`src/rtl/json_string_unescape_utf8_assert.svh`:
```
// assertion macros used by the unescaper's result buffer
`ifndef JSON_STRING_UNESCAPE_UTF8_ASSERT_SVH
`define JSON_STRING_UNESCAPE_UTF8_ASSERT_SVH

// same-cycle implication, checked out of reset
`define JSU_ASSERT_IMPL(label, clk, rst_n, ante, cons) \
    label: assert property (@(posedge clk) disable iff (!rst_n) (ante) |-> (cons)) \
        else $error("jsu assertion failed");

// next-cycle implication, checked out of reset
`define JSU_ASSERT_NEXT(label, clk, rst_n, ante, cons) \
    label: assert property (@(posedge clk) disable iff (!rst_n) (ante) |=> (cons)) \
        else $error("jsu assertion failed");

`endif

```
`src/rtl/jsu_pkg.sv`:
```
// types and constants for the json string unescaper
package jsu_pkg;

    localparam logic [2:0] MODE_NORMAL  = 3'd0;
    localparam logic [2:0] MODE_ESC     = 3'd1;
    localparam logic [2:0] MODE_HEX1    = 3'd2;
    localparam logic [2:0] MODE_SURR_BS = 3'd3;
    localparam logic [2:0] MODE_SURR_U  = 3'd4;
    localparam logic [2:0] MODE_HEX2    = 3'd5;

    localparam logic [7:0] CHR_BSLASH = 8'h5C;
    localparam logic [7:0] CHR_QUOTE  = 8'h22;
    localparam logic [7:0] CHR_SLASH  = 8'h2F;
    localparam logic [7:0] CHR_N      = 8'h6E;
    localparam logic [7:0] CHR_T      = 8'h74;
    localparam logic [7:0] CHR_R      = 8'h72;
    localparam logic [7:0] CHR_B      = 8'h62;
    localparam logic [7:0] CHR_F      = 8'h66;
    localparam logic [7:0] CHR_U      = 8'h75;
    localparam logic [7:0] CHR_UPPER_A = 8'h41;

    localparam logic [5:0] HIGH_SURR_TAG = 6'b110110;
    localparam logic [20:0] SUPP_BASE    = 21'h10000;

    typedef struct packed {
        logic [2:0]  mode;
        logic [11:0] acc;
        logic [1:0]  cnt;
        logic [9:0]  hs;
    } jsu_state_t;

    typedef struct packed {
        logic [3:0][7:0] bytes;
        logic [1:0]      last_idx;
        logic            has_data;
        logic            str_end;
    } jsu_burst_t;

endpackage

```
`src/rtl/jsu_decode.sv`:
```
// escape decoder and utf-8 encoder for one registered input item
module jsu_decode
    import jsu_pkg::*;
(
    input  jsu_state_t state,
    input  logic [7:0] in_byte,
    input  logic       string_end,
    output jsu_state_t state_next,
    output jsu_burst_t burst
);

    function automatic jsu_burst_t encode_utf8(input logic [20:0] cp);
        jsu_burst_t r;
        r = '0;
        if (cp < 21'h80) begin
            r.bytes[0] = cp[7:0];
            r.last_idx = 2'd0;
        end
        else if (cp < 21'h800) begin
            r.bytes[0] = {3'b110, cp[10:6]};
            r.bytes[1] = {2'b10, cp[5:0]};
            r.last_idx = 2'd1;
        end
        else if (cp < SUPP_BASE) begin
            r.bytes[0] = {4'b1110, cp[15:12]};
            r.bytes[1] = {2'b10, cp[11:6]};
            r.bytes[2] = {2'b10, cp[5:0]};
            r.last_idx = 2'd2;
        end
        else begin
            r.bytes[0] = {5'b11110, cp[20:18]};
            r.bytes[1] = {2'b10, cp[17:12]};
            r.bytes[2] = {2'b10, cp[11:6]};
            r.bytes[3] = {2'b10, cp[5:0]};
            r.last_idx = 2'd3;
        end
        return r;
    endfunction

    logic [7:0]  folded;
    logic [3:0]  nib;
    logic [15:0] hex_val;

    always_comb
    begin
        folded = (in_byte >= CHR_UPPER_A) ? ((in_byte & 8'hDF) - 8'd7) : in_byte;
        nib = folded[3:0];
        hex_val = {state.acc, nib};
    end

    logic        do_plain;
    logic        do_esc;
    logic        emit_one;
    logic [7:0]  one_byte;
    logic        emit_cp;
    logic [20:0] cp;

    always_comb
    begin
        state_next = state;
        do_plain = 1'b0;
        do_esc = 1'b0;
        emit_one = 1'b0;
        one_byte = '0;
        emit_cp = 1'b0;
        cp = '0;

        case (state.mode)
            MODE_ESC: do_esc = 1'b1;
            MODE_HEX1, MODE_HEX2:
            begin
                state_next.acc = hex_val[11:0];
                if (state.cnt != 2'd3) begin
                    state_next.cnt = state.cnt + 2'd1;
                end
                else begin
                    state_next.cnt = 2'd0;
                    if (state.mode == MODE_HEX2) begin
                        cp = SUPP_BASE + {1'b0, state.hs, hex_val[9:0]};
                        emit_cp = 1'b1;
                        state_next.mode = MODE_NORMAL;
                        state_next.hs = '0;
                    end
                    else if (hex_val[15:10] == HIGH_SURR_TAG) begin
                        state_next.hs = hex_val[9:0];
                        state_next.mode = MODE_SURR_BS;
                    end
                    else begin
                        cp = {5'd0, hex_val};
                        emit_cp = 1'b1;
                        state_next.mode = MODE_NORMAL;
                    end
                end
            end
            MODE_SURR_BS:
            begin
                if (in_byte == CHR_BSLASH) begin
                    state_next.mode = MODE_SURR_U;
                end
                else begin
                    state_next.hs = '0;
                    do_plain = 1'b1;
                end
            end
            MODE_SURR_U:
            begin
                if (in_byte == CHR_U) begin
                    state_next.mode = MODE_HEX2;
                    state_next.acc = '0;
                    state_next.cnt = 2'd0;
                end
                else begin
                    state_next.hs = '0;
                    do_esc = 1'b1;
                end
            end
            default: do_plain = 1'b1;
        endcase

        if (do_plain) begin
            if (in_byte == CHR_BSLASH) begin
                state_next.mode = MODE_ESC;
            end
            else begin
                state_next.mode = MODE_NORMAL;
                emit_one = 1'b1;
                one_byte = in_byte;
            end
        end

        if (do_esc) begin
            state_next.mode = MODE_NORMAL;
            emit_one = 1'b1;
            case (in_byte)
                CHR_N:      one_byte = 8'h0A;
                CHR_T:      one_byte = 8'h09;
                CHR_R:      one_byte = 8'h0D;
                CHR_B:      one_byte = 8'h08;
                CHR_F:      one_byte = 8'h0C;
                CHR_BSLASH: one_byte = 8'h5C;
                CHR_QUOTE:  one_byte = 8'h22;
                CHR_SLASH:  one_byte = 8'h2F;
                CHR_U:
                begin
                    emit_one = 1'b0;
                    state_next.mode = MODE_HEX1;
                    state_next.acc = '0;
                    state_next.cnt = 2'd0;
                end
                default: emit_one = 1'b0;
            endcase
        end

        if (emit_cp) begin
            burst = encode_utf8(cp);
        end
        else begin
            burst = '0;
            burst.bytes[0] = one_byte;
            burst.last_idx = 2'd0;
        end
        burst.has_data = emit_cp | emit_one;
        burst.str_end = string_end;

        if (string_end) begin
            state_next = '0;
        end
    end

endmodule

```
`src/rtl/jsu_out.sv`:
```
// result buffer that hands out a burst of up to four bytes, one item per cycle while out_ready is high
module jsu_out
    import jsu_pkg::*;
(
    input  logic       clk,
    input  logic       rst_n,
    input  logic       load_valid,
    input  jsu_burst_t load,
    output logic       load_ready,
    output logic       out_valid,
    input  logic       out_ready,
    output logic [7:0] out_byte,
    output logic       byte_valid,
    output logic       last_of_run,
    output logic       string_done
);

    `include "json_string_unescape_utf8_assert.svh"

    logic       full_reg;
    logic       full_next;
    logic [1:0] idx_reg;
    logic [1:0] idx_next;
    jsu_burst_t burst_reg;
    logic       is_last;

    assign is_last = (idx_reg == burst_reg.last_idx);
    assign load_ready = !full_reg || (out_ready && is_last);

    always_comb
    begin
        full_next = full_reg;
        idx_next = idx_reg;
        if (load_valid && load_ready) begin
            full_next = 1'b1;
            idx_next = 2'd0;
        end
        else if (full_reg && out_ready) begin
            if (is_last) begin
                full_next = 1'b0;
            end
            else begin
                idx_next = idx_reg + 2'd1;
            end
        end
    end

    always_ff @(posedge clk or negedge rst_n)
    begin
        if (!rst_n) begin
            full_reg <= 1'b0;
            idx_reg <= 2'd0;
        end
        else begin
            full_reg <= full_next;
            idx_reg <= idx_next;
        end
    end

    always_ff @(posedge clk)
    begin
        if (load_valid && load_ready) begin
            burst_reg <= load;
        end
    end

    assign out_valid = full_reg;
    assign out_byte = burst_reg.bytes[idx_reg];
    assign byte_valid = burst_reg.has_data;
    assign last_of_run = is_last;
    assign string_done = is_last && burst_reg.str_end;

    // loads only into a free or draining buffer
    `JSU_ASSERT_IMPL(a_load_ok, clk, rst_n, load_valid, load_ready)
    // an empty end marker is a single result
    `JSU_ASSERT_IMPL(a_marker_single, clk, rst_n, full_reg && !burst_reg.has_data,
        last_of_run && string_done)
    // a partly sent burst stays in the buffer
    `JSU_ASSERT_NEXT(a_burst_holds, clk, rst_n, full_reg && out_ready && !is_last,
        full_reg && idx_reg != 2'd0)

endmodule

```
`src/rtl/json_string_unescape_utf8.sv`:
```
// json string body unescaper with utf-8 output, top level
//
//  channel | handshake            | payload
//  input   | in_valid / in_ready  | in_byte, string_end
//  output  | out_valid / out_ready| out_byte, byte_valid, last_of_run, string_done
//
// an accepted item is held in the input register, then decodes into the result buffer
// one item per cycle while out_ready is high and each gives at most one result; after a
// utf-8 burst, the next item with a result waits in the input register until the burst ends
// items with no result (escape prefixes, hex digits) pass through without using the buffer
// reset clears the escape state and both valid flags
// a stalled output backs up into in_ready through the input register
module json_string_unescape_utf8
    import jsu_pkg::*;
(
    input  logic       clk,
    input  logic       rst_n,
    input  logic       in_valid,
    output logic       in_ready,
    input  logic [7:0] in_byte,
    input  logic       string_end,
    output logic       out_valid,
    input  logic       out_ready,
    output logic [7:0] out_byte,
    output logic       byte_valid,
    output logic       last_of_run,
    output logic       string_done
);

    logic       in_full_reg;
    logic       in_full_next;
    logic [7:0] byte_reg;
    logic       end_reg;
    jsu_state_t state_reg;
    jsu_state_t state_next;
    jsu_burst_t burst;
    logic       emits;
    logic       load_ready;
    logic       advance;

    jsu_decode u_decode (
        .state      (state_reg),
        .in_byte    (byte_reg),
        .string_end (end_reg),
        .state_next (state_next),
        .burst      (burst)
    );

    assign emits = burst.has_data || burst.str_end;
    assign advance = in_full_reg && (!emits || load_ready);
    assign in_ready = !in_full_reg || advance;

    always_comb
    begin
        in_full_next = in_full_reg;
        if (in_valid && in_ready) begin
            in_full_next = 1'b1;
        end
        else if (advance) begin
            in_full_next = 1'b0;
        end
    end

    always_ff @(posedge clk or negedge rst_n)
    begin
        if (!rst_n) begin
            in_full_reg <= 1'b0;
            state_reg <= '0;
        end
        else begin
            in_full_reg <= in_full_next;
            if (advance) begin
                state_reg <= state_next;
            end
        end
    end

    always_ff @(posedge clk)
    begin
        if (in_valid && in_ready) begin
            byte_reg <= in_byte;
            end_reg <= string_end;
        end
    end

    jsu_out u_out (
        .clk         (clk),
        .rst_n       (rst_n),
        .load_valid  (advance && emits),
        .load        (burst),
        .load_ready  (load_ready),
        .out_valid   (out_valid),
        .out_ready   (out_ready),
        .out_byte    (out_byte),
        .byte_valid  (byte_valid),
        .last_of_run (last_of_run),
        .string_done (string_done)
    );

endmodule

```
`config.mk`:
```
export PLATFORM = sky130hd
export DESIGN_NAME = json_string_unescape_utf8
export DESIGN_NICKNAME = d
export VERILOG_FILES = /design/src/rtl/jsu_pkg.sv /design/src/rtl/jsu_decode.sv /design/src/rtl/jsu_out.sv /design/src/rtl/json_string_unescape_utf8.sv
export VERILOG_INCLUDE_DIRS = /design/src /design/src/rtl
export SDC_FILE = /design/constraint.sdc
export NUM_CORES = 1
export LEC_CHECK = 0
export BUFFER_PORTS_ARGS = -buffer_cell sky130_fd_sc_hd__buf_4
export CAP_MARGIN = 0
export CORE_UTILIZATION = 49
export CTS_CLUSTER_DIAMETER = 80
export CTS_CLUSTER_SIZE = 16
export DETAILED_ROUTE_END_ITERATION = 16
export PLACE_DENSITY = 0.66
export SLEW_MARGIN = 10
export SYNTH_ARGS = -nofsm -noshare
export SYNTH_HDL_FRONTEND = slang
export SYNTH_SLANG_ARGS = --single-unit
export TNS_END_PERCENT = 5
```
`constraint.sdc`:
```
create_clock -name clk -period 6.55 [get_ports clk]
set_input_delay 0 -clock clk [delete_from_list [all_inputs] [get_ports clk]]
set_output_delay 0 -clock clk [all_outputs]
set_load 0.1 [all_outputs]
```
# Word level (Yosys, flattened, before mapping)
# Index checks and enable logic that the tools add are counted.
# W data, S select, Z words.
# totals
ff_bits	76
in_bits	13
out_inout_bits	13
word_cells	138
# classes
n_addsub	4
magnitude_cmp	5
n_eq_ne	25
mux	54
n_bitwise	2
reduce_logical	29
# ops
op	n
$pmux W8 S8	1
$mux W21	3
$mux W10	6
$eq A8 B7 Y1 const B	7
$mux W8	5
$mux W17	2
$mux W16	2
$pmux W10 S3	1
$pmux W14 S2	1
$mux W27	1
$mux W24	1
$add A17 B20 Y21 const A	1
$lt A21 B12 Y1 const B	1
$lt A21 B17 Y1 const B	1
$lt A21 B8 Y1 const B	1
$mux W18	1
$bmux W8 S2	1
$eq A8 B6 Y1 const B	2
$mux W1	15
$mux W12	1
$mux W2	6
$ne A5 B2 Y1 const B	2
$mux W3	3
$ne A3 B3 Y1 const B	3
30 further kinds	51

# Logic depth before layout (Yosys ltp)
# Gate-level depths: netlist (run 1).
# depth
ltp_word	14
mapped_depth	10

# Cells and area by module
# From an unflattened synthesis (run 1), not the netlist that was laid out.
# unflattened
cells_unflattened	446
area_unflattened_um2	4750.8
# by_module_without_submodules
mod	n_inst	cells_each	area_each_um2	seq_area_each_um2
jsu_decode	1	299	1873.0	0.0
jsu_out	1	72	1510.2	1156.1
json_string_unescape_utf8	1	75	1367.6	970.9

# Worst setup path after synthesis (run 1)
# No wires, ideal clock.
# synth_timing
path_kind	flip-flop to flip-flop
from	register byte_reg[0]
to	register u_out.burst_reg[0] (netlist bit), enable pin
arrival_time_ns	3.185
required_time_ns	6.129
path_slack_ns	2.943
stages_incl_launch_ff	9
path_buffers	0
path_cell_list	edfxtp_1 -> inv_1 -> ha_1 -> or3b_2 -> a21oi_1 -> a211oi_2 -> o21ai_2 -> nand2_1 -> nor2_1
# synth_via
elab_chain_len	12
elab_cells_between_ends	24
# synth_lines
element	line_no	rtl
start, declared	json_string_unescape_utf8.sv:32	logic [7:0] byte_reg;
start signal, assigned	json_string_unescape_utf8.sv:81	byte_reg <= in_byte;
$eq A8 B7 Y1	jsu_decode.sv:97, jsu_decode.sv:121, jsu_decode.sv:134	
$mux W1	jsu_decode.sv:97, jsu_decode.sv:121	
$pmux W1 S2	jsu_decode.sv:68	case (state.mode)
$mux W1	jsu_decode.sv:120	if (do_plain) begin
$mux W1 (*)	jsu_decode.sv:131	if (do_esc) begin
$or A1 B1 Y1 (*)	jsu_decode.sv:162	burst.has_data = emit_cp | emit_one;
$logic_or A1 B1 Y1 (*)	json_string_unescape_utf8.sv:49	assign emits = burst.has_data || burst.str_end;
$logic_not A1 Y1	json_string_unescape_utf8.sv:50	assign advance = in_full_reg && (!emits || load_ready);
$logic_or A1 B1 Y1	json_string_unescape_utf8.sv:50	
$logic_and A1 B1 Y1	json_string_unescape_utf8.sv:50	
$logic_and A1 B1 Y1 (*)	json_string_unescape_utf8.sv:89	.load_valid (advance && emits),
$logic_and A1 B1 Y1 (*)	jsu_out.sv:62	if (load_valid && load_ready) begin
end signal, assigned	jsu_out.sv:63	burst_reg <= load;
end, declared	jsu_out.sv:24	jsu_burst_t burst_reg;
# Every way passes the cells marked *; elsewhere a longest branch is shown, timed or not.
# A chain may end at the register's enable or synchronous reset.

# Worst setup path in the final report (run 1)
# layout_timing
from	register state_reg[6] (netlist bit)
to	register u_out.burst_reg[15] (netlist bit) (data pin)
# layout_via
elab_chain_len	7
elab_cells_between_ends	10
# layout_lines
element	line_no	rtl
start, declared	json_string_unescape_utf8.sv:34	jsu_state_t state_reg;
start signal, assigned	json_string_unescape_utf8.sv:73	state_reg <= state_next;
$add A17 B20 Y21 (*)	jsu_decode.sv:79	cp = SUPP_BASE + {1'b0, state.hs, hex_val[9:0]};
$mux W21 (*)	jsu_decode.sv:78	if (state.mode == MODE_HEX2) begin
$mux W21 (*)	jsu_decode.sv:73	if (state.cnt != 2'd3) begin
$mux W21 (*)	jsu_decode.sv:68	
$lt A21 B17 Y1	jsu_decode.sv:24	else if (cp < SUPP_BASE) begin
$mux W24	jsu_decode.sv:24	
$mux W18	jsu_decode.sv:19	else if (cp < 21'h800) begin
# Marks and branches as above.

==> results of run 1 <==
==> metal layers <==
metal  vias up  share of wire [%]
li1       1667                  -
met1      1687                 45
met2       122                 47
met3        19                5.6
met4         0                2.5
met5         -                  0
==> metrics by stage <==
step                      total power [µW]  std cells  utilization (%)  worst slack (ns)
after floorplan                       1556        437                -             2.944
after global placement                1768        548            54.31             3.235
after detailed placement              1786        548            54.31             3.117
after CTS                             2209        576            58.55             3.076
after global routing                  2307        576            58.55             2.824
final                                 2201        576            58.55             3.039
==> report_power, final <==
part / internal (µW) / leakage (µW) / total, µW / switching (µW)
registers: 656 / 0.000792 / 817 / 160
clock network: 250 / 0.000114 / 418 / 169
logic: 284 / 0.000947 / 966 / 682
==> timing repair <==
action                                 4_1_cts  5_1_grt
endpoints found under the hold margin       42        0
hold buffers                                12        0
setup endpoints to repair                    0        0
==> worst max path at each step <==
stage / endpoint / slack [ns]
2_1_floorplan: u_out.burst_reg[0] / 2.94
3_3_place_gp: u_out.burst_reg[15] / 3.23
3_5_place_dp: u_out.burst_reg[15] / 3.12
4_1_cts: u_out.burst_reg[15] / 3.08
5_1_grt: u_out.burst_reg[15] / 2.82
6_report: u_out.burst_reg[15] / 3.04
==> area by class of cell <==
type                    instances  share of cell area, %
clock buffers                   9                  2.537
clock inverters                 7                  2.255
inverters                      20                  1.537
multi-input cells             323                  43.12
flip-flops and latches         72                  41.10
well taps                     105                  2.690
repair buffers                 40                  6.764
==> layout by cell type (no fill, tap or decap), types with 6 or more instances in the layout <==
cell type,instances
sky130_fd_sc_hd__nand2_1,57
sky130_fd_sc_hd__nor2_1,41
sky130_fd_sc_hd__a21oi_1,41
sky130_fd_sc_hd__edfxtp_1,41
sky130_fd_sc_hd__dfrtp_1,31
sky130_fd_sc_hd__buf_4,28
sky130_fd_sc_hd__nand3_1,18
sky130_fd_sc_hd__o21ai_0,18
sky130_fd_sc_hd__inv_1,17
sky130_fd_sc_hd__dlygate4sd3_1,12
sky130_fd_sc_hd__mux2i_1,9
sky130_fd_sc_hd__clkbuf_8,9
sky130_fd_sc_hd__o21ai_2,8
sky130_fd_sc_hd__nor3_1,8
sky130_fd_sc_hd__mux4_2,7
sky130_fd_sc_hd__and2_1,6
sky130_fd_sc_hd__ha_1,6
==> logic make-up (layout without fill, tap and decap cells) <==
logic type / after synthesis / after routing / share of synthesized area (%)
fa+ha+maj: 6 / 6 / 1.747
buf+inv: 42 / 76 / 4.455
flops: 72 / 72 / 46.71
compound gates: 116 / 116 / 18.17
mux: 23 / 23 / 7.600
simple gates: 171 / 171 / 19.89
xor+xnor: 7 / 7 / 1.427
==> impl_metrics.ini, run 1 <==
[place]
io_buffer_count = 25
dpl.hpwl_um = 7639
finalWeightedCongestion = 0.9571
place_area_mm2 = 0.004529

[floorplan]
floorplan.rows = 33
die_area_mm2 = 0.009147
initial_util_pct = 51.52
design.portCount = 26
dieHeight_um = 95.64
die-width_um = 95.64
core_mm2 = 0.008341

[synth]
ys_ff_latch = 72
synth.avg_cell_area_um2 = 9.832
syn-cell-area_mm2 = 0.004297
ys_seq_area_share_pct = 46.71
number_of_enable_flip_flop_cells_after_synthesis = 41
post_synth_num_cell_types = 65
share_of_the_synthesized_area_in_the_top_cell_type_pct = 28.65
synth.top_cells.by_area = sky130_fd_sc_hd__edfxtp_1 (29%), sky130_fd_sc_hd__dfrtp_1 (18%), sky130_fd_sc_hd__nand2_1 (5.0%)
synth_common_cells = sky130_fd_sc_hd__nand2_1 (57), sky130_fd_sc_hd__nor2_1 (42), sky130_fd_sc_hd__a21oi_1 (41), sky130_fd_sc_hd__edfxtp_1 (41), sky130_fd_sc_hd__dfrtp_1 (31)
synth-warning-count = 0
syn_inst = 437
synth_top_flop_cell = sky130_fd_sc_hd__edfxtp_1
synth-async-reset-ratio_pct = 43.06
synth.net_count = 456
synth.most_common_cell = sky130_fd_sc_hd__nand2_1
synth_top_area_cell = sky130_fd_sc_hd__edfxtp_1

[routing]
iteration_0_drc_count_of_the_detailed_router = 229
via_count = 3495
routed_length_per_instance_um = 18.33
wirelength_um = 10560
per_cell_via_count_in_the_routed_design = 6.068
route.antenna.remaining_nets = 0
number_of_detailed_route_iterations_in_the_first_pass = 5
drc = 0

[clocking]
path_clk_slew_ns = 0.07
cts_root_buf = sky130_fd_sc_hd__clkbuf_8
tritoncts_clock_tree = yes
h-tree-depth = 3
post_cts_repair_timing_setup_buffer_count = 0
clk_path_buf_depth = 2
cts_buffers = 9
cts.sinks = 72
postCtsResizedCells = 0
insertion_delay_ns = 0.36

[run]
max-cap-violations = 0

[worst_setup_path]
worst-r2r-cell-count = 10
worst-endpoint-required_ns = 6.66
crit_type = flip-flop to flip-flop
start_kind = flip-flop
critPathMostFrequentCell = sky130_fd_sc_hd__inv_2
timing.critical_path.from = state_reg[6]
worst_r2r_endpoint = u_out.burst_reg[15]
worst_r2r_startpoint = state_reg[6]
cp.depth = 10
timing.critical_path.to_type = flip-flop
worst_path_cell_trace = ha_1 > or2_1 > o21a_1 > o31ai_2 > buf_4 > inv_2 > nor4_4 > and2_1 > inv_2 > a31o_1
critical-path-max-stage-delay_ns = 0.76
arrival_ns = 3.62
timing.critical_path.fanout_max = 20
reg2reg_slack_ns = 3.04
path_delay_family = simple AND/OR/NAND/NOR gates
buf_inv_on_cp = 3
cp_slowest_cell = sky130_fd_sc_hd__nor4_4

[layout]
largest_register_ff_count = 31
sequential_cell_area_mm2 = 0.002007
layout-area-overhead-vs-synth_pct = 13.66
fraction_of_final_layout_cells_sized_beyond_drive_strength_1_pct = 16.14
footprint_of_the_multi_input_gates_mm2 = 0.002106
diodes = 0
finalNetCount = 485
design_area_mm2 = 0.004883
filler_cell_count = 740

[grt]
grt_busiest_layer = met2
grt_pass1_vias = 3336
grt_antenna_before_repair = 0
gr-total-overflow = 0
globalRouteMet3Util_pct = 4.386
grt_max_degree = 33
gr-usage-all-layers_pct = 25.40
grt_first_pass_wirelength_um = 17120
met2_usage_pct = 40.89
gr-usage-met1_pct = 33.95

[sta]
rsz0062_at_grt = no
timing.clock.skew_ns = 0.008934
final.hold.worst_slack_ns = 0.1087
tns_ns = 0
layout_worst_path_cycle_share_pct = 53.60
final-max-slew-violation-count = 0
max_clock_freq_mhz = 284.8
finalWorstPathRequiredPeriod_ns = 3.511
report.final.setup_viol = 0
pin_slew_with_the_least_headroom_to_its_limit_ns = 0.8432
worst_slew_margin_rel_pct = 43.45
hold_viol_final = 0

[min_path]
hold_class = input pin to asynchronous set/reset pin

[run_status]
outcome = finished, final reports clean

[power]
max-vdd-ir-drop_mv = 0.2239
power_density_mw_per_mm2 = 450.7
power.static_leakage_uw = 0.001853
Note: power is estimated with default switching activity, not from simulation.
==> run 2: changes to the inputs <==
--- a/config.mk
+++ b/config.mk
@@ -6,13 +6,14 @@
 export SDC_FILE = /design/constraint.sdc
 export NUM_CORES = 1
 export LEC_CHECK = 0
+export ABC_AREA = 1
 export BUFFER_PORTS_ARGS = -buffer_cell sky130_fd_sc_hd__buf_4
 export CAP_MARGIN = 0
 export CORE_UTILIZATION = 49
 export CTS_CLUSTER_DIAMETER = 80
 export CTS_CLUSTER_SIZE = 16
 export DETAILED_ROUTE_END_ITERATION = 16
-export PLACE_DENSITY = 0.66
+export PLACE_DENSITY = 0.69
 export SLEW_MARGIN = 10
 export SYNTH_ARGS = -nofsm -noshare
 export SYNTH_HDL_FRONTEND = slang
==> constraint.sdc (replaced) <==
create_clock -name clk -period 3 [get_ports clk]
set_input_delay 0 -clock clk [delete_from_list [all_inputs] [get_ports clk]]
set_output_delay 0 -clock clk [all_outputs]
set_load 0.1 [all_outputs]
==> run 2 against run 1 <==
Clock power grew 79%. Worst setup slack got worse by 2.6 ns. Global-route usage shrank 0.99 points. Synthesized area is 7.6% higher. Highest routed layer unchanged. Fmax is 36% higher. First-iteration DRC count grew 21%. Largest power group unchanged. Final cell count up 27%.
==> impl_metrics.ini, run 2 <==
[synth]
synth_common_cells = sky130_fd_sc_hd__nand2_1 (158), sky130_fd_sc_hd__nor2_1 (74), sky130_fd_sc_hd__inv_1 (42)
ys_seq_area_share_pct = 43.41
number_of_enable_flip_flop_cells_after_synthesis = 41
syn-cell-area_mm2 = 0.004623
post_synth_num_cell_types = 41
synth_top_area_cell = sky130_fd_sc_hd__edfxtp_1
synth-async-reset-ratio_pct = 43.06
synth.most_common_cell = sky130_fd_sc_hd__nand2_1
synth.avg_cell_area_um2 = 7.863
share_of_the_synthesized_area_in_the_top_cell_type_pct = 26.63
syn_inst = 588
synth.net_count = 607
ys_ff_latch = 72
synth-warning-count = 0
synth_top_flop_cell = sky130_fd_sc_hd__edfxtp_1
synth.top_cells.by_area = sky130_fd_sc_hd__edfxtp_1 (27%), sky130_fd_sc_hd__dfrtp_1 (17%), sky130_fd_sc_hd__nand2_1 (13%)

[routing]
route.antenna.remaining_nets = 0
drc = 0
wirelength_um = 11100
top_layer = met4
wl_met3_um = 447
number_of_detailed_route_iterations_in_the_first_pass = 5
per_cell_via_count_in_the_routed_design = 5.405
detail_route.wirelength.met1_um = 5203
iteration_0_drc_count_of_the_detailed_router = 278
met2_length_um = 5250
routed_length_per_instance_um = 15.19
via_count = 3951

[worst_setup_path]
buf_inv_on_cp = 4
start_kind = flip-flop
crit_type = flip-flop to flip-flop
timing.critical_path.to_type = flip-flop
timing.critical_path.fanout_max = 11
worst-endpoint-required_ns = 3.02
cp_slowest_cell = sky130_fd_sc_hd__edfxtp_1
critPathMostFrequentCell = sky130_fd_sc_hd__inv_1
worst_path_cell_trace = inv_1 > ha_1 > inv_1 > nor2_2 > nand2_2 > a21oi_2 > inv_2 > nand2_2 > nand4_4 > nand3_2 > nand2_1 > inv_1
arrival_ns = 2.60
path_delay_family = simple AND/OR/NAND/NOR gates
reg2reg_slack_ns = 0.42
critical-path-max-stage-delay_ns = 0.45

[layout]
layout.cells.most_common = sky130_fd_sc_hd__nand2_1
fraction_of_final_layout_cells_sized_beyond_drive_strength_1_pct = 17.42
diodes = 0
finish.utilization_pct = 55.93
layout-area-overhead-vs-synth_pct = 11.26
largest_register_ff_count = 31
finalNetCount = 634
fin_cells = 731
mostFrequentLayoutCells = sky130_fd_sc_hd__nand2_1 (158), sky130_fd_sc_hd__nor2_1 (74), sky130_fd_sc_hd__inv_1 (42)

[power]
switching_fraction_pct = 49.27
max-vdd-ir-drop_mv = 0.5917
fraction_of_power_consumed_by_sequential_logic_pct = 36.2
combinationalPowerShare_pct = 45.7
fin_total_pwr_uw = 4137
power.static_leakage_uw = 0.002151
internal_power_uw = 2099
total_switching_power_uw = 2038
clock_power_share_pct = 18.1
power_density_mw_per_mm2 = 804.3

[clocking]
cts_root_buf = sky130_fd_sc_hd__clkbuf_8
tritoncts_clock_tree = yes
h-tree-depth = 3
post_cts_repair_timing_setup_buffer_count = 0
cts.sinks = 72
insertion_delay_ns = 0.36
cts_buffers = 9
clk_path_buf_depth = 2
path_clk_slew_ns = 0.08

[sta]
pin_slew_with_the_least_headroom_to_its_limit_ns = 0.7020
final-max-slew-violation-count = 0
report.final.setup_viol = 0
max_clock_freq_mhz = 387.6
finalWorstPathRequiredPeriod_ns = 2.580
rsz0062_at_grt = no
layout_worst_path_cycle_share_pct = 85.99
worst_slew_margin_rel_pct = 53.20
tns_ns = 0
timing.clock.skew_ns = 0.008590
hold_viol_final = 0

[floorplan]
dieHeight_um = 99.14
die-width_um = 99.14
design.portCount = 26
die_area_mm2 = 0.009828
floorplan.rows = 35
initial_util_pct = 50.27
core_mm2 = 0.009196

[place]
io_buffer_count = 25
post-place-cells = 704
finalWeightedCongestion = 1.023
dpl.hpwl_um = 8221

[run_status]
outcome = finished, final reports clean

[run]
max-cap-violations = 0

[grt]
grt_antenna_before_repair = 0
grt_pass1_vias = 3782
gr-usage-all-layers_pct = 24.42
grt_first_pass_wirelength_um = 18770
gr-total-overflow = 0
grt_max_degree = 35

[min_path]
hold_class = input pin to flip-flop
==> run 2: cell types whose count changed after synthesis, sizes merged, moves of 7 or more <==
cell | previous run | this run
o21ai | 26 | 52
o22ai | 2 | 15
a21oi | 42 | 28
a211oi | 7 | 0
mux4 | 7 | 0
nor2 | 42 | 87
inv | 20 | 52
mux2 | 7 | 0
nand3 | 18 | 43
nand2 | 57 | 172
mux2i | 9 | 0
nand4 | 3 | 17
==> run 2: worst register-to-register path: stages, from the launching register on <==
cell	delay, ns
sky130_fd_sc_hd__edfxtp_1	0.45
sky130_fd_sc_hd__inv_1	0.16
sky130_fd_sc_hd__ha_1	0.17
sky130_fd_sc_hd__inv_1	0.05
sky130_fd_sc_hd__nor2_2	0.13
sky130_fd_sc_hd__nand2_2	0.10
sky130_fd_sc_hd__a21oi_2	0.26
sky130_fd_sc_hd__inv_2	0.07
sky130_fd_sc_hd__nand2_2	0.19
sky130_fd_sc_hd__nand4_4	0.14
sky130_fd_sc_hd__nand3_2	0.11
sky130_fd_sc_hd__nand2_1	0.09
sky130_fd_sc_hd__inv_1	0.31
==> run 2: final cells by class <==
type                            count  area, µm²
Multi-Input combinational cell    442       2291
Tap cell                          111      138.9
Timing Repair Buffer               37      317.8
Fill cell                         904       4053
Clock buffer                       10      127.6
Inverter                           53      201.4
Clock inverter                      6      60.06
Sequential cell                    72       2007
==> run 2: cells by family after synthesis <==
group,synth area share (%)
compound gates,13.78
xor+xnor,0.9474
fa+ha+maj,1.624
simple gates,32.94
buf+inv,7.307
flops,43.41
==> run 2: worst paths after layout <==
check / startpoint / endpoint / cells after the start
min in group asynchronous: rst_n / u_out.idx_reg[1] / 2
setup reg to reg: byte_reg[1] / byte_reg[7] / 12
hold / removal: out_ready / u_out.idx_reg[0] / 5
hold reg to reg: state_reg[5] / state_reg[5] / 2
setup / recovery: byte_reg[1] / byte_reg[7] / 12
max in group asynchronous: rst_n / state_reg[0] / 2
==> run 2: through the flow <==
step / setup slack [ns] / hold WS [ns] / instance area [µm²]
6_report: 0.4202 / 0.03004 / 5144
5_1_grt: 0.2106 / 0.09131 / 5144
4_1_cts: 0.4086 / 0.02644 / 5144
3_5_place_dp: 0.4273 / -0.03480 / 4846
3_3_place_gp: 0.5450 / -0.03979 / 4846
2_1_floorplan: 0.2157 / -0.2956 / 4636
==> run 2: power groups by stage <==
stage          logic [µW]  registers [µW]  clock network (µW)
3_3_place_gp         1860            1510                   0
3_5_place_dp         1880            1520                   0
5_1_grt              2010            1530                 799
6_report             1890            1500                 748
2_1_floorplan        1550            1450                   0
4_1_cts              1900            1500                 757
==> run 2: repair_timing <==
action / in CTS / in global routing
hold buffers: 11 / 0
resized for setup: 0 / 0
endpoints found under the hold margin: 41 / 0
==> run 2: per-layer routing <==
layer	GRT usage, %	vias up
met5	0	-
met4	8.937	0
met3	3.233	17
met2	40.02	100
met1	33.38	1824
li1	-	2010
==> run 3: changes to the inputs <==
--- a/config.mk
+++ b/config.mk
@@ -6,7 +6,6 @@
 export SDC_FILE = /design/constraint.sdc
 export NUM_CORES = 1
 export LEC_CHECK = 0
-export ABC_AREA = 1
 export BUFFER_PORTS_ARGS = -buffer_cell sky130_fd_sc_hd__buf_4
 export CAP_MARGIN = 0
 export CORE_UTILIZATION = 49
@@ -17,5 +16,6 @@
 export SLEW_MARGIN = 10
 export SYNTH_ARGS = -nofsm -noshare
 export SYNTH_HDL_FRONTEND = slang
+export SYNTH_HIERARCHICAL = 1
 export SYNTH_SLANG_ARGS = --single-unit
 export TNS_END_PERCENT = 5
==> run 3 against run 2 <==
Clock skew up 0.0038 ns. First-iteration DRC count up 14%. Critical path type is now flip-flop to primary output. Clock-buffer cell count down 1. Combinational power up 5%. Worst setup slack worse by 0.20 ns. Synthesized area up 2.8%. Die area up 2.7%.
==> impl_metrics.ini, run 3 <==
[place]
io_buffer_count = 25
finalWeightedCongestion = 0.9491
dpl.hpwl_um = 7760
post-place-cells = 593

[synth]
syn-cell-area_mm2 = 0.004751
share_of_the_synthesized_area_in_the_top_cell_type_pct = 28.44
synth_top_flop_cell = sky130_fd_sc_hd__edfxtp_1
ys_seq_area_share_pct = 44.77
syn_inst = 446
synth.avg_cell_area_um2 = 10.65
synth-warning-count = 6
synth.most_common_cell = sky130_fd_sc_hd__nor2_1
synth-async-reset-ratio_pct = 40.79
synth.top_cells.by_area = sky130_fd_sc_hd__edfxtp_1 (28%), sky130_fd_sc_hd__dfrtp_1 (16%), sky130_fd_sc_hd__mux2_2 (5.9%)
post_synth_num_cell_types = 81
number_of_enable_flip_flop_cells_after_synthesis = 45
synth_top_area_cell = sky130_fd_sc_hd__edfxtp_1
synth_common_cells = sky130_fd_sc_hd__nor2_1 (51), sky130_fd_sc_hd__edfxtp_1 (45), sky130_fd_sc_hd__dfrtp_1 (31)
ys_ff_latch = 76

[clocking]
clk_path_buf_depth = 2
tritoncts_clock_tree = yes
insertion_delay_ns = 0.36
path_clk_slew_ns = 0.08
cts_root_buf = sky130_fd_sc_hd__clkbuf_8
cts_buffers = 9
h-tree-depth = 3
post_cts_repair_timing_setup_buffer_count = 0
cts.sinks = 76

[floorplan]
core_mm2 = 0.009328
dieHeight_um = 100.5
die-width_um = 100.5
initial_util_pct = 50.93
design.portCount = 26
die_area_mm2 = 0.01009
floorplan.rows = 35

[worst_setup_path]
critPathMostFrequentCell = sky130_fd_sc_hd__inv_1
buf_inv_on_cp = 3
worst_path_cell_trace = inv_1 > ha_1 > nand4b_1 > or2_2 > a31oi_2 > a31o_2 > nand2_1 > o21ai_1 > nor2_1 > inv_1 > buf_6
worst-endpoint-required_ns = 3.00
cp_slowest_cell = sky130_fd_sc_hd__edfxtp_1
timing.critical_path.to_type = primary output
path_delay_family = simple AND/OR/NAND/NOR gates
start_kind = flip-flop
critical-path-max-stage-delay_ns = 0.45
timing.critical_path.fanout_max = 5
arrival_ns = 2.78
crit_type = flip-flop to primary output

[sta]
max_clock_freq_mhz = 360.0
layout_worst_path_cycle_share_pct = 92.59
finalWorstPathRequiredPeriod_ns = 2.778
tns_ns = 0
hold_viol_final = 0
final.hold.worst_slack_ns = 0.1194
rsz0062_at_grt = no
final-max-slew-violation-count = 0
pin_slew_with_the_least_headroom_to_its_limit_ns = 1.082
timing.clock.skew_ns = 0.01237
worst_slew_margin_rel_pct = 27.12
report.final.setup_viol = 0

[grt]
grt_pass1_vias = 3526
grt_antenna_before_repair = 0
grt_max_degree = 37
gr-total-overflow = 0
grt_first_pass_wirelength_um = 17970
gr-usage-all-layers_pct = 23.21

[layout]
filler_cell_count = 818
layout.cells.most_common = sky130_fd_sc_hd__nor2_1
fraction_of_final_layout_cells_sized_beyond_drive_strength_1_pct = 24.80
fin_cells = 621
largest_register_ff_count = 35
mostFrequentLayoutCells = sky130_fd_sc_hd__nor2_1 (51), sky130_fd_sc_hd__edfxtp_1 (45), sky130_fd_sc_hd__buf_4 (44)
diodes = 0
layout-area-overhead-vs-synth_pct = 14.80
finalNetCount = 507

[run]
max-cap-violations = 0

[routing]
routed_length_per_instance_um = 17.81
number_of_detailed_route_iterations_in_the_first_pass = 5
per_cell_via_count_in_the_routed_design = 6.119
wirelength_um = 11060
drc = 0
via_count = 3800
route.antenna.remaining_nets = 0
iteration_0_drc_count_of_the_detailed_router = 316

[power]
power.static_leakage_uw = 0.002148
max-vdd-ir-drop_mv = 0.5798
power_density_mw_per_mm2 = 789.7

[min_path]
hold_class = input pin to asynchronous set/reset pin

[run_status]
outcome = finished, final reports clean
[run 3: final timing paths]
| kind | depth (start not counted) | from | slack (ns) | to |
|---|---|---|---|---|
| setup / recovery | 11 | byte_reg[1] | 0.22 | in_ready |
| hold / removal | 2 | rst_n | 0.12 | u_out/out_valid |
| setup reg to reg | 11 | byte_reg[1] | 0.24 | u_out/burst_reg[4] |
| hold reg to reg | 1 | state_reg[11] | 0.55 | state_reg[11] |
| max in group asynchronous | 2 | rst_n | 2.55 | state_reg[2] |
| min in group clk | 2 | in_byte[3] | 0.35 | byte_reg[3] |
[run 3: per-stage QoR]
step	utilization (%)	total power (µW)	area, µm²	setup WS [ns]
final	58.47	4307	5454	0.2223
after global routing	58.47	4482	5454	0.02851
after CTS	58.35	4328	5443	0.02708
after detailed placement	54.67	3438	5100	0.1547
after global placement	54.67	3412	5100	0.2293
after floorplan	-	3014	4766	0.03748
[run 3: report_power, final]
group	total, µW	internal, µW	switching [µW]
Combinational	1980	606	1370
Clock	875	472	403
Sequential	1460	1320	134
Total	4310	2400	1910
[run 3: logic make-up after synthesis]
family | share of synthesized area (%)
mux | 10.64
flops | 44.77
compound gates | 20.54
buf+inv | 6.031
simple gates | 14.83
xor+xnor | 1.264
fa+ha+maj | 1.843
other cells | 0.07893
[run 3: cell type report]
cell class                 instances  area, µm²  share of cell area (%)
tap                              129      161.4                   2.959
clock inverter                     7      98.84                   1.812
inverter                          21      81.33                   1.491
sequential                        76       2127                   39.00
clock buffer                       9      123.9                   2.271
multi-input combinational        320       2360                   43.27
timing repair buffer              59      501.7                   9.199
[run 3: repair_timing]
item                                    4_1_cts  5_1_grt
endpoints found under the setup margin        0       48
gates resized for setup                       0        5
hold endpoints to repair                     42        0
hold buffers                                 12        0
[run 3: layer usage]
layer / track usage, % / share of wire [%] / routed length (µm)
met1: 31.74 / 45 / 5022
met2: 36.72 / 47 / 5172
met3: 3.259 / 5.6 / 621
met4: 10.59 / 2.2 / 241
met5: 0 / 0 / 0
